## src/sv/r2h_pkg.sv

```systemverilog
package r2h_pkg;

  // quotient bits developed by the cell row, one bit per cell
  localparam int QBITS = 8;

  // hue sector codes, named after the channel that holds the maximum
  localparam logic [1:0] SECT_RED   = 2'd0;
  localparam logic [1:0] SECT_GREEN = 2'd1;
  localparam logic [1:0] SECT_BLUE  = 2'd2;

  localparam logic [8:0] HUE_GREEN = 9'd120;
  localparam logic [8:0] HUE_BLUE  = 9'd240;
  localparam logic [8:0] HUE_WRAP  = 9'd360;

  // one restoring-division lane: partial remainder, numerator bits still
  // to shift in, quotient bits found so far
  typedef struct packed {
    logic [7:0] rem;
    logic [7:0] low;
    logic [7:0] quo;
  } div_lane_t;

  // everything a pixel carries from one cell to the next
  typedef struct packed {
    logic       vld;
    div_lane_t  sat;    // divisor is hi
    div_lane_t  hue;    // divisor is span
    logic [7:0] hi;
    logic [7:0] span;
    logic [1:0] sect;
    logic       neg;    // hue difference was negative
  } stage_t;

endpackage

```

## src/sv/r2h_div_cell.sv

```systemverilog
module r2h_div_cell
  import r2h_pkg::*;
(
  input  logic   clk,
  input  logic   rst,
  input  logic   adv,
  input  stage_t din,
  output stage_t dout
);

  stage_t nxt;

  function automatic div_lane_t div_step(input div_lane_t ln, input logic [7:0] dvs);
    logic [8:0] trial;
    logic       ge;
    div_lane_t  res;
    trial   = {ln.rem, ln.low[7]};
    ge      = (trial >= {1'b0, dvs});
    res.rem = ge ? 8'(trial - {1'b0, dvs}) : trial[7:0];
    res.low = {ln.low[6:0], 1'b0};
    res.quo = {ln.quo[6:0], ge};
    return res;
  endfunction

  always_comb begin
    nxt     = din;
    nxt.sat = div_step(din.sat, din.hi);
    nxt.hue = div_step(din.hue, din.span);
  end

  always_ff @(posedge clk) begin
    if (rst) begin
      dout.vld <= 1'b0;
    end else if (adv) begin
      dout <= nxt;
    end
  end

endmodule

```

## src/sv/rgb_to_hsv_converter.sv

```systemverilog
// RGB to HSV pixel converter. One pixel enters per clock and one result
// leaves per clock while the sink keeps taking results. The path runs
// through one front stage (max, min, span, scaled numerators) captured at
// the input transaction, a row of eight division cells that each settle one
// quotient bit for saturation and hue together, and one finishing stage that
// adds the sector offset and wraps negative hues into the output register.
// The eight-cell quotient chain sets the latency. A two-entry output
// (register plus skid) keeps taking pixels while one result waits.
// Brightness is the channel maximum, saturation is 255*(max-min)/max
// truncated, hue is in whole degrees 0..359, and grey or black pixels give
// hue 0 and saturation 0. Ties for the maximum go to red, then green.
module rgb_to_hsv_converter
  import r2h_pkg::*;
(
  input  logic        clk,
  input  logic        rst,
  input  logic        s_axis_tvalid,
  output logic        s_axis_tready,
  input  logic [23:0] s_axis_tdata,   // red[7:0], green[15:8], blue[23:16]
  output logic        m_axis_tvalid,
  input  logic        m_axis_tready,
  output logic [31:0] m_axis_tdata    // hue[8:0], saturation[16:9], brightness[24:17], zero
);

  logic [7:0] red, green, blue;
  assign red   = s_axis_tdata[7:0];
  assign green = s_axis_tdata[15:8];
  assign blue  = s_axis_tdata[23:16];

  // pipeline moves whenever the skid slot is free
  logic skid_valid;
  logic adv;
  assign adv           = !skid_valid;
  assign s_axis_tready = adv;

  // front stage: extremes, sector and scaled numerators
  logic [7:0]  hi, lo, span, mag;
  logic [1:0]  sect;
  logic signed [8:0] diff;
  logic [15:0] hnum, snum;
  stage_t      front;

  always_comb begin
    hi = red;
    if (green > hi) hi = green;
    if (blue > hi) hi = blue;
    lo = red;
    if (green < lo) lo = green;
    if (blue < lo) lo = blue;
    span = hi - lo;

    // tie order: red, then green, then blue
    if (hi == red) begin
      sect = SECT_RED;
      diff = $signed({1'b0, green}) - $signed({1'b0, blue});
    end else if (hi == green) begin
      sect = SECT_GREEN;
      diff = $signed({1'b0, blue}) - $signed({1'b0, red});
    end else begin
      sect = SECT_BLUE;
      diff = $signed({1'b0, red}) - $signed({1'b0, green});
    end
    mag = diff[8] ? 8'(-diff) : diff[7:0];

    // 60*mag and 255*span by shift and subtract
    hnum = ({8'd0, mag} << 6) - ({8'd0, mag} << 2);
    snum = ({span, 8'd0}) - {8'd0, span};

    front.vld     = s_axis_tvalid;
    // upper numerator byte starts below the divisor, so eight bits suffice
    front.sat.rem = snum[15:8];
    front.sat.low = snum[7:0];
    front.sat.quo = 8'd0;
    front.hue.rem = hnum[15:8];
    front.hue.low = hnum[7:0];
    front.hue.quo = 8'd0;
    front.hi      = hi;
    front.span    = span;
    front.sect    = sect;
    front.neg     = diff[8];
  end

  stage_t head;
  stage_t stg [0:QBITS];

  always_ff @(posedge clk) begin
    if (rst) begin
      head.vld <= 1'b0;
    end else if (adv) begin
      head <= front;
    end
  end

  assign stg[0] = head;

  // row of division cells, one quotient bit each
  for (genvar k = 0; k < QBITS; k++) begin : g_cell
    r2h_div_cell u_cell (
      .clk  (clk),
      .rst  (rst),
      .adv  (adv),
      .din  (stg[k]),
      .dout (stg[k+1])
    );
  end

  // finishing: sector offset, sign, wrap, grey and black overrides
  stage_t     last;
  logic [8:0] q, hue_c;
  logic [7:0] sat_c;
  logic [31:0] res_data;

  always_comb begin
    last = stg[QBITS];
    q    = {1'b0, last.hue.quo};
    case (last.sect)
      // a negative difference that truncates to zero stays at zero
      SECT_RED:   hue_c = (last.neg && q != 9'd0) ? HUE_WRAP - q : q;
      SECT_GREEN: hue_c = last.neg ? HUE_GREEN - q : HUE_GREEN + q;
      SECT_BLUE:  hue_c = last.neg ? HUE_BLUE - q : HUE_BLUE + q;
      default:    hue_c = 9'd0;
    endcase
    if (last.span == 8'd0) hue_c = 9'd0;
    sat_c = (last.hi == 8'd0) ? 8'd0 : last.sat.quo;
    res_data = {7'd0, last.hi, sat_c, hue_c};
  end

  // output register with one skid entry behind it
  logic [31:0] out_data, skid_data;
  logic        out_valid;

  always_ff @(posedge clk) begin
    if (rst) begin
      out_valid  <= 1'b0;
      skid_valid <= 1'b0;
    end else begin
      if (skid_valid) begin
        if (m_axis_tready) begin
          out_data   <= skid_data;
          skid_valid <= 1'b0;
        end
      end else if (last.vld) begin
        if (!out_valid || m_axis_tready) begin
          out_data  <= res_data;
          out_valid <= 1'b1;
        end else begin
          skid_data  <= res_data;
          skid_valid <= 1'b1;
        end
      end else if (m_axis_tready) begin
        out_valid <= 1'b0;
      end
    end
  end

  assign m_axis_tvalid = out_valid;
  assign m_axis_tdata  = out_data;

  // a filled skid entry always has a result in front of it
  a_skid_behind_out: assert property (@(posedge clk) disable iff (rst)
    skid_valid |-> m_axis_tvalid)
    else $error("skid entry held with empty output register");

  // skid entry is kept until the output transaction completes
  a_skid_holds: assert property (@(posedge clk) disable iff (rst)
    skid_valid && !m_axis_tready |=> skid_valid)
    else $error("skid entry dropped while output stalled");

  // hue stays inside one turn
  a_hue_range: assert property (@(posedge clk) disable iff (rst)
    m_axis_tvalid |-> m_axis_tdata[8:0] < HUE_WRAP)
    else $error("hue out of range");

  // black pixel carries no hue and no saturation
  a_black: assert property (@(posedge clk) disable iff (rst)
    m_axis_tvalid && m_axis_tdata[24:17] == 8'd0
      |-> m_axis_tdata[16:0] == 17'd0)
    else $error("black pixel with nonzero hue or saturation");

endmodule

```

## config.mk

```make
export PLATFORM = sky130hd
export DESIGN_NAME = rgb_to_hsv_converter
export DESIGN_NICKNAME = d
export VERILOG_FILES = /design/src/sv/r2h_pkg.sv /design/src/sv/r2h_div_cell.sv /design/src/sv/rgb_to_hsv_converter.sv
export SDC_FILE = /design/constraint.sdc
export NUM_CORES = 1
export LEC_CHECK = 0
export BUFFER_PORTS_ARGS = -buffer_cell sky130_fd_sc_hd__clkbuf_2
export CAP_MARGIN = 20
export CORE_ASPECT_RATIO = 1.4
export CORE_MARGIN = 2
export CORE_UTILIZATION = 70
export CTS_BUF_LIST = sky130_fd_sc_hd__clkbuf_8
export DETAILED_ROUTE_END_ITERATION = 7
export GPL_TIMING_DRIVEN = 0
export PLACE_DENSITY = 0.93
export SYNTH_ARGS = -nofsm -noshare
export SYNTH_HDL_FRONTEND = slang
export SYNTH_SLANG_ARGS = --single-unit
```

## constraint.sdc

```tcl
create_clock -name clk -period 29.1 [get_ports clk]
set_input_delay 0 -clock clk [delete_from_list [all_inputs] [get_ports clk]]
set_output_delay 0 -clock clk [all_outputs]
set_load 0.02 [all_outputs]
```

==> impl_metrics.yaml, run 1 <==
placement:
  portBuffers: 54
  place_area_um2: 26400
  gp_congestion: 1.03
  dp_slack_ps: 21870
  hpwl_um: 40300
critical_path:
  r2r_end: "g_cell[4].u_cell.dout[63]"
  crit_type: "in -> reg"
  cp.arrival_ps: 7160
  worst_path_max_delay_cell: "o21ai_1"
  critPathLaunch: "s_axis_tdata[10]"
  crit-reg2reg-launch: "g_cell[3].u_cell.dout[12]"
  path_common_cell: "a21oi_1"
  cpPeakStageDelay_ps: 600
  start_kind: "input port"
  cp.required_ps: 29460
  critPathCapture: "head[37]"
  crit_path_end_kind: "register"
  crit_family: "compound AO/OA/AOI/OAI gates"
  rr_worst_depth: 15
  cp_num_buf_inv: 7
  crit_path_max_fanout: 10
  reg2reg_slack_ps: 24860
  cp_num_cells: 31
sta:
  max_freq_mhz: 147
  final.setup.worst_slack_ps: 22300
  layout_min_cycle_time_ps: 6800
  tns_ps: 0
  rsz0062_at_grt: "no"
  drv_slew: 0
  max_slew_margin: 0.370
  tightest_slew_ps: 937
  fin_skew_ps: 37.6
  fin_crit_sh: 0.234
  hold_viol: 0
  setup_viol: 0
synthesis:
  yosys.cell_types.count: 83
  async_flop_share: 0
  synth_common_cells: "469 x edfxtp_1, 241 x inv_1, 191 x ha_1"
  ys_ff_latch: 480
  yosys_most_used_dff: "edfxtp_1"
  synth_area_leaders: "edfxtp_1 56%, ha_1 9.5%, o21ai_0 3.7%"
  synth_area_leader_cell: "edfxtp_1"
  netlist_area_um2: 25200
  synth-edff-count: 469
  yosysTopAreaCellShare: 0.560
  yosysWarningCount: 0
  yosysSeqAreaShare: 0.568
  yosysMostFrequentCell: "edfxtp_1"
  synth_area_per_cell_um2: 11.9
  postSynthCellCount: 2106
cells_and_area:
  synthToLayoutAreaGrowth_pct: 9.90
  seqCellArea_um2: 14300
  drive_above_1_share: 0.0974
  nets: 2500
  stdcell_area_um2: 27700
  multi_input_area_um2: 9810
  fillCellCount: 1938
cts:
  cts.sinks: 480
  cts_root_buf: "clkbuf_8"
  htreeDepth: 3
  worstSkewPairLatency_ps: 640
  cts_tree: "yes"
  cts_setup_buffers: 0
  numCtsBuffers: 66
  path_clk_slew_ps: 60
  clk_path_buf_depth: 3
grt:
  grt_pass1_wl_um: 92300
  gr-total-overflow: 0
  grt_pass1_vias: 18300
  grt_max_degree: 40
  grt_use_total: 0.319
  antenna_found_initial: 0
die:
  io_pins: 62
  dieHeight_um: 228
  core.rowCount: 82
  die_x_um: 164
  die_area_um2: 37500
  design.core.area_um2: 35600
  start_util: 0.707
power_and_ir_drop:
  internal-power_w: 0.00165
  leakage_nw: 11.3
  ir_worst_vdd_mv: 0.0461
  p_seq_frac: 0.418
  combPwrFrac: 0.402
  switchingPower_w: 0.000979
  p_sw_frac: 0.373
  pwr-share-clk: 0.180
  p_per_area_nw_per_um2: 94.9
detailed_routing:
  wirelength_um: 58500
  via_per_inst: 6.26
  vias: 17400
  route.detailed.drc: 0
  route.met3.wl_um: 2860
  ant_nets: 0
  met2_wirelength_um: 32700
  dr.pass1.iters: 7
  drt-initial-drc-count: 1539
  routed.top_layer: "met4"
  m1WireLength_um: 18400
  wl_per_cell_um: 21.1
flow_run:
  max-cap-violations: 0
run_status:
  status: "completed"
worst_hold_path:
  hp-class: "in -> reg"
layout make-up:
| class | instances | area share |
|---|---|---|
| plain buffers | 40 | 0.00661 |
| repair buffers | 83 | 0.0255 |
| flip-flops and latches | 480 | 0.517 |
| inverters | 242 | 0.0328 |
| diodes | 1 | 0.0000905 |
| multi-input cells | 1350 | 0.355 |
| well taps | 462 | 0.0209 |
| clock buffers | 69 | 0.0343 |
| clock inverters | 45 | 0.00774 |
through the flow:
step            util  hold slack (ps)  power [W]  std cells
2_1_floorplan      -             69.1    0.00181       2112
3_3_place_gp   0.731              209    0.00200       2628
3_5_place_dp   0.741              241    0.00209       2646
4_1_cts        0.777             1.22    0.00260       2771
5_1_grt        0.777             36.0    0.00276       2771
6_report       0.777             54.0    0.00263       2772
power by group through the flow:
| stage | Combinational, W | Clock, W | Sequential, W |
|---|---|---|---|
| 4_1_cts | 0.00103 | 0.000476 | 0.00109 |
| 3_3_place_gp | 0.000893 | 0 | 0.00110 |
| 3_5_place_dp | 0.000990 | 0 | 0.00110 |
| 6_report | 0.00106 | 0.000473 | 0.00110 |
| 2_1_floorplan | 0.000729 | 0 | 0.00108 |
| 5_1_grt | 0.00115 | 0.000502 | 0.00111 |
layer usage:
metal | vias to the layer above | global-route usage
li1 | 7894 | -
met1 | 8259 | 0.298
met2 | 891 | 0.612
met3 | 310 | 0.0441
met4 | 0 | 0.230
met5 | - | 0
flip-flops by register name (all words and copies together) (netlist names):
name,count
g_cell.u_cell.dout,380
head,48
m_axis_tdata,25
skid_data,25
m_axis_tvalid,1
skid_valid,1
how the worst min path moves through the flow:
| stage | start | endpoint | slack (ps) | cells past startpoint |
|---|---|---|---|---|
| global placement | m_axis_tready | skid_valid | 210 | 2 |
| detailed placement | m_axis_tready | skid_valid | 240 | 2 |
| floorplan | rst | m_axis_tvalid | 70 | 1 |
| CTS | s_axis_tdata[8] | head[11] | 1 | 4 |
| finish | s_axis_tdata[8] | head[11] | 50 | 4 |
| global route | s_axis_tdata[8] | head[11] | 40 | 4 |
worst reg2reg max path, delay by kind of cell, from the launching register on:
| family | cells | cell delay (ps) |
|---|---|---|
| AOI/OAI and AO/OA | 6 | 1410 |
| and+or+nand+nor | 5 | 1260 |
| buffers and inverters | 3 | 630 |
| DFF | 1 | 410 |
| adders and majority gates | 1 | 330 |
cells by family after synthesis:
group / after synthesis / synth area share
compound gates: 435 / 0.106
xor+xnor: 126 / 0.0442
fa+ha+maj: 209 / 0.109
buf+inv: 282 / 0.0434
flops: 480 / 0.568
mux: 65 / 0.0279
other cells: 1 / 0.000149
simple gates: 508 / 0.100
layout by cell type, fill, tap and decap left out, types with 52 or more instances in the layout:
cell and n:
edfxtp_1 469, inv_1 264, ha_1 191, o21ai_0 186, nand2_1 150, nor2_1 120, a21oi_1 87, xnor2_1 72
clkbuf_8 69, clkbuf_2 55, xor2_1 53, nor2b_1 52
repair_timing:
action,CTS,global route
hold buffers,11,0
hold endpoints to repair,46,0
resized for setup,0,0
No activity file was read; power rests on OpenSTA's default activity.
==> inputs of run 2 (changes only) <==
--- a/config.mk
+++ b/config.mk
@@ -9,11 +9,11 @@
 export CAP_MARGIN = 20
 export CORE_ASPECT_RATIO = 1.4
 export CORE_MARGIN = 2
-export CORE_UTILIZATION = 70
+export CORE_UTILIZATION = 65
 export CTS_BUF_LIST = sky130_fd_sc_hd__clkbuf_8
 export DETAILED_ROUTE_END_ITERATION = 7
 export GPL_TIMING_DRIVEN = 0
-export PLACE_DENSITY = 0.93
+export PLACE_DENSITY = 0.87
 export SYNTH_ARGS = -nofsm -noshare
 export SYNTH_HDL_FRONTEND = slang
 export SYNTH_SLANG_ARGS = --single-unit
==> constraint.sdc (replaced) <==
create_clock -name clk -period 6.9 [get_ports clk]
set_input_delay 0 -clock clk [delete_from_list [all_inputs] [get_ports clk]]
set_output_delay 0 -clock clk [all_outputs]
set_load 0.02 [all_outputs]
==> impl_metrics.yaml, run 2 (synthesized netlist as in run 1, its figures left out) <==
critical_path:
  worst_path_max_delay_cell: "or4_1"
  cp.required_ps: 7300
  rr_worst_depth: 14
  crit_path_end_kind: "register"
  crit-reg2reg-launch: "g_cell[2].u_cell.dout[12]"
  cpPeakStageDelay_ps: 440
  reg2reg_slack_ps: 3070
  cp.arrival_ps: 6890
  start_kind: "input port"
  r2r_end: "g_cell[3].u_cell.dout[60]"
  path_common_cell: "a21oi_1"
  crit_path_max_fanout: 10
  crit_type: "in -> reg"
die:
  io_pins: 62
  dieHeight_um: 237
  start_util: 0.657
  die_x_um: 170
  die_area_um2: 40300
  core.rowCount: 85
  design.core.area_um2: 38300
cells_and_area:
  synthToLayoutAreaGrowth_pct: 10.5
  final_core_util: 0.726
  largest_reg_flops: 380
  final_common_cell: "edfxtp_1"
  drive_above_1_share: 0.103
  layout_common_cells: "469 x edfxtp_1, 266 x inv_1, 191 x ha_1"
  antenna_cells: 0
  reg_top3: "g_cell.u_cell.dout: 380 flops, head: 48 flops"
  multi_input_area_um2: 9820
  nets: 2503
  fillCellCount: 2399
  largest_register: "g_cell.u_cell.dout"
  seqCellArea_um2: 14300
sta:
  fin_skew_ps: 36.2
  max_slew_margin: 0.311
  rsz0062_at_grt: "no"
  setup_viol: 0
  max_freq_mhz: 154
  whs_ps: 58.9
  hold_viol: 0
  drv_slew: 0
  layout_min_cycle_time_ps: 6490
  fin_crit_sh: 0.940
  tightest_slew_ps: 1030
cts:
  path_clk_slew_ps: 60
  cts_tree: "yes"
  cts.sinks: 480
  cts_setup_buffers: 0
  clk_path_buf_depth: 3
  htreeDepth: 3
  numCtsBuffers: 69
  cts_root_buf: "clkbuf_8"
  worstSkewPairLatency_ps: 610
detailed_routing:
  ant_nets: 0
  vias: 16600
  drt-initial-drc-count: 984
  route.detailed.drc: 0
  via_per_inst: 5.92
  dr.pass1.iters: 7
  wl_per_cell_um: 17.9
  wirelength_um: 50200
flow_run:
  max-cap-violations: 0
grt:
  grt_pass1_vias: 17600
  antenna_found_initial: 0
  grt_max_degree: 40
  grt_pass1_wl_um: 81400
  grt_use_total: 0.255
  gr-total-overflow: 0
power_and_ir_drop:
  switchingPower_w: 0.00382
  p_sw_frac: 0.352
  pwr-share-clk: 0.193
  leakage_nw: 11.4
  p_seq_frac: 0.423
  combPwrFrac: 0.384
  p_per_area_nw_per_um2: 390
  ir_worst_vdd_mv: 0.168
  internal-power_w: 0.00704
worst_hold_path:
  hp-class: "in -> reg"
  hold-path-endpoint: "head[12]"
  min_delay_path_depth: 3
  holdCritStartpoint: "s_axis_tdata[17]"
run_status:
  status: "completed"
placement:
  gp_congestion: 1.04
  portBuffers: 54
  hpwl_um: 37000
[run 2: worst max-delay path by stage]
stage / startpoint / endpoint / slack [ps] / cells past startpoint
global placement: rst / head[1] / -1970 / 3
finish: s_axis_tdata[10] / head[40] / 410 / 30
global route: s_axis_tdata[10] / head[40] / 10 / 30
detailed placement: s_axis_tdata[10] / head[40] / -420 / 31
CTS: s_axis_tdata[10] / head[40] / 200 / 31
floorplan: skid_valid / g_cell[0].u_cell.dout[0] / -170 / 2
[run 2: per-layer routing]
metal | GRT usage | wire (um) | vias to the layer above
li1 | - | - | 7901
met1 | 0.233 | 16800 | 7903
met2 | 0.505 | 28500 | 556
met3 | 0.0389 | 1940 | 207
met4 | 0.166 | 2940 | 0
met5 | 0 | 0 | -
[run 2: repair_timing]
action	in CTS	in global routing
endpoints found under the setup margin	0	8
endpoints found under the hold margin	37	0
hold buffers	11	0
gates resized for setup	0	4
[run 2: power by group through the flow]
stage / clock network (W) / logic [W] / registers, W
after floorplan: 0 / 0.00307 / 0.00453
after global placement: 0 / 0.00375 / 0.00460
after detailed placement: 0 / 0.00405 / 0.00463
after CTS: 0.00214 / 0.00412 / 0.00458
after global routing: 0.00226 / 0.00463 / 0.00466
final: 0.00210 / 0.00416 / 0.00459
[run 2: cell type report]
type,instances,share of cell area
Clock buffer,71,0.0351
Clock inverter,53,0.0112
Timing Repair Buffer,83,0.0251
Buffer,40,0.00693
Multi-Input combinational cell,1350,0.353
Tap cell,478,0.0215
Sequential cell,480,0.514
Inverter,242,0.0327
[run 2: critical path, delay by kind of cell]
kind,cells,cell delay (ps)
AOI/OAI and AO/OA,11,2460
xor gates and xnor gates,2,440
adders and majority gates,3,800
buffers and inverters,7,1500
muxes,1,380
and+or+nand+nor,6,1270
[run 2: per-stage QoR]
| step | instance area, um2 | cells | setup slack, ps | TNS [ps] | power [W] |
|---|---|---|---|---|---|
| 6_report | 27800 | 2797 | 413 | 0 | 0.0109 |
| 2_1_floorplan | 25200 | 2112 | -169 | -70750 | 0.00760 |
| 4_1_cts | 27800 | 2797 | 204 | 0 | 0.0108 |
| 3_5_place_dp | 26400 | 2662 | -421 | -2150 | 0.00868 |
| 5_1_grt | 27800 | 2797 | 14.4 | 0 | 0.0115 |
| 3_3_place_gp | 26100 | 2644 | -1970 | -808010 | 0.00835 |
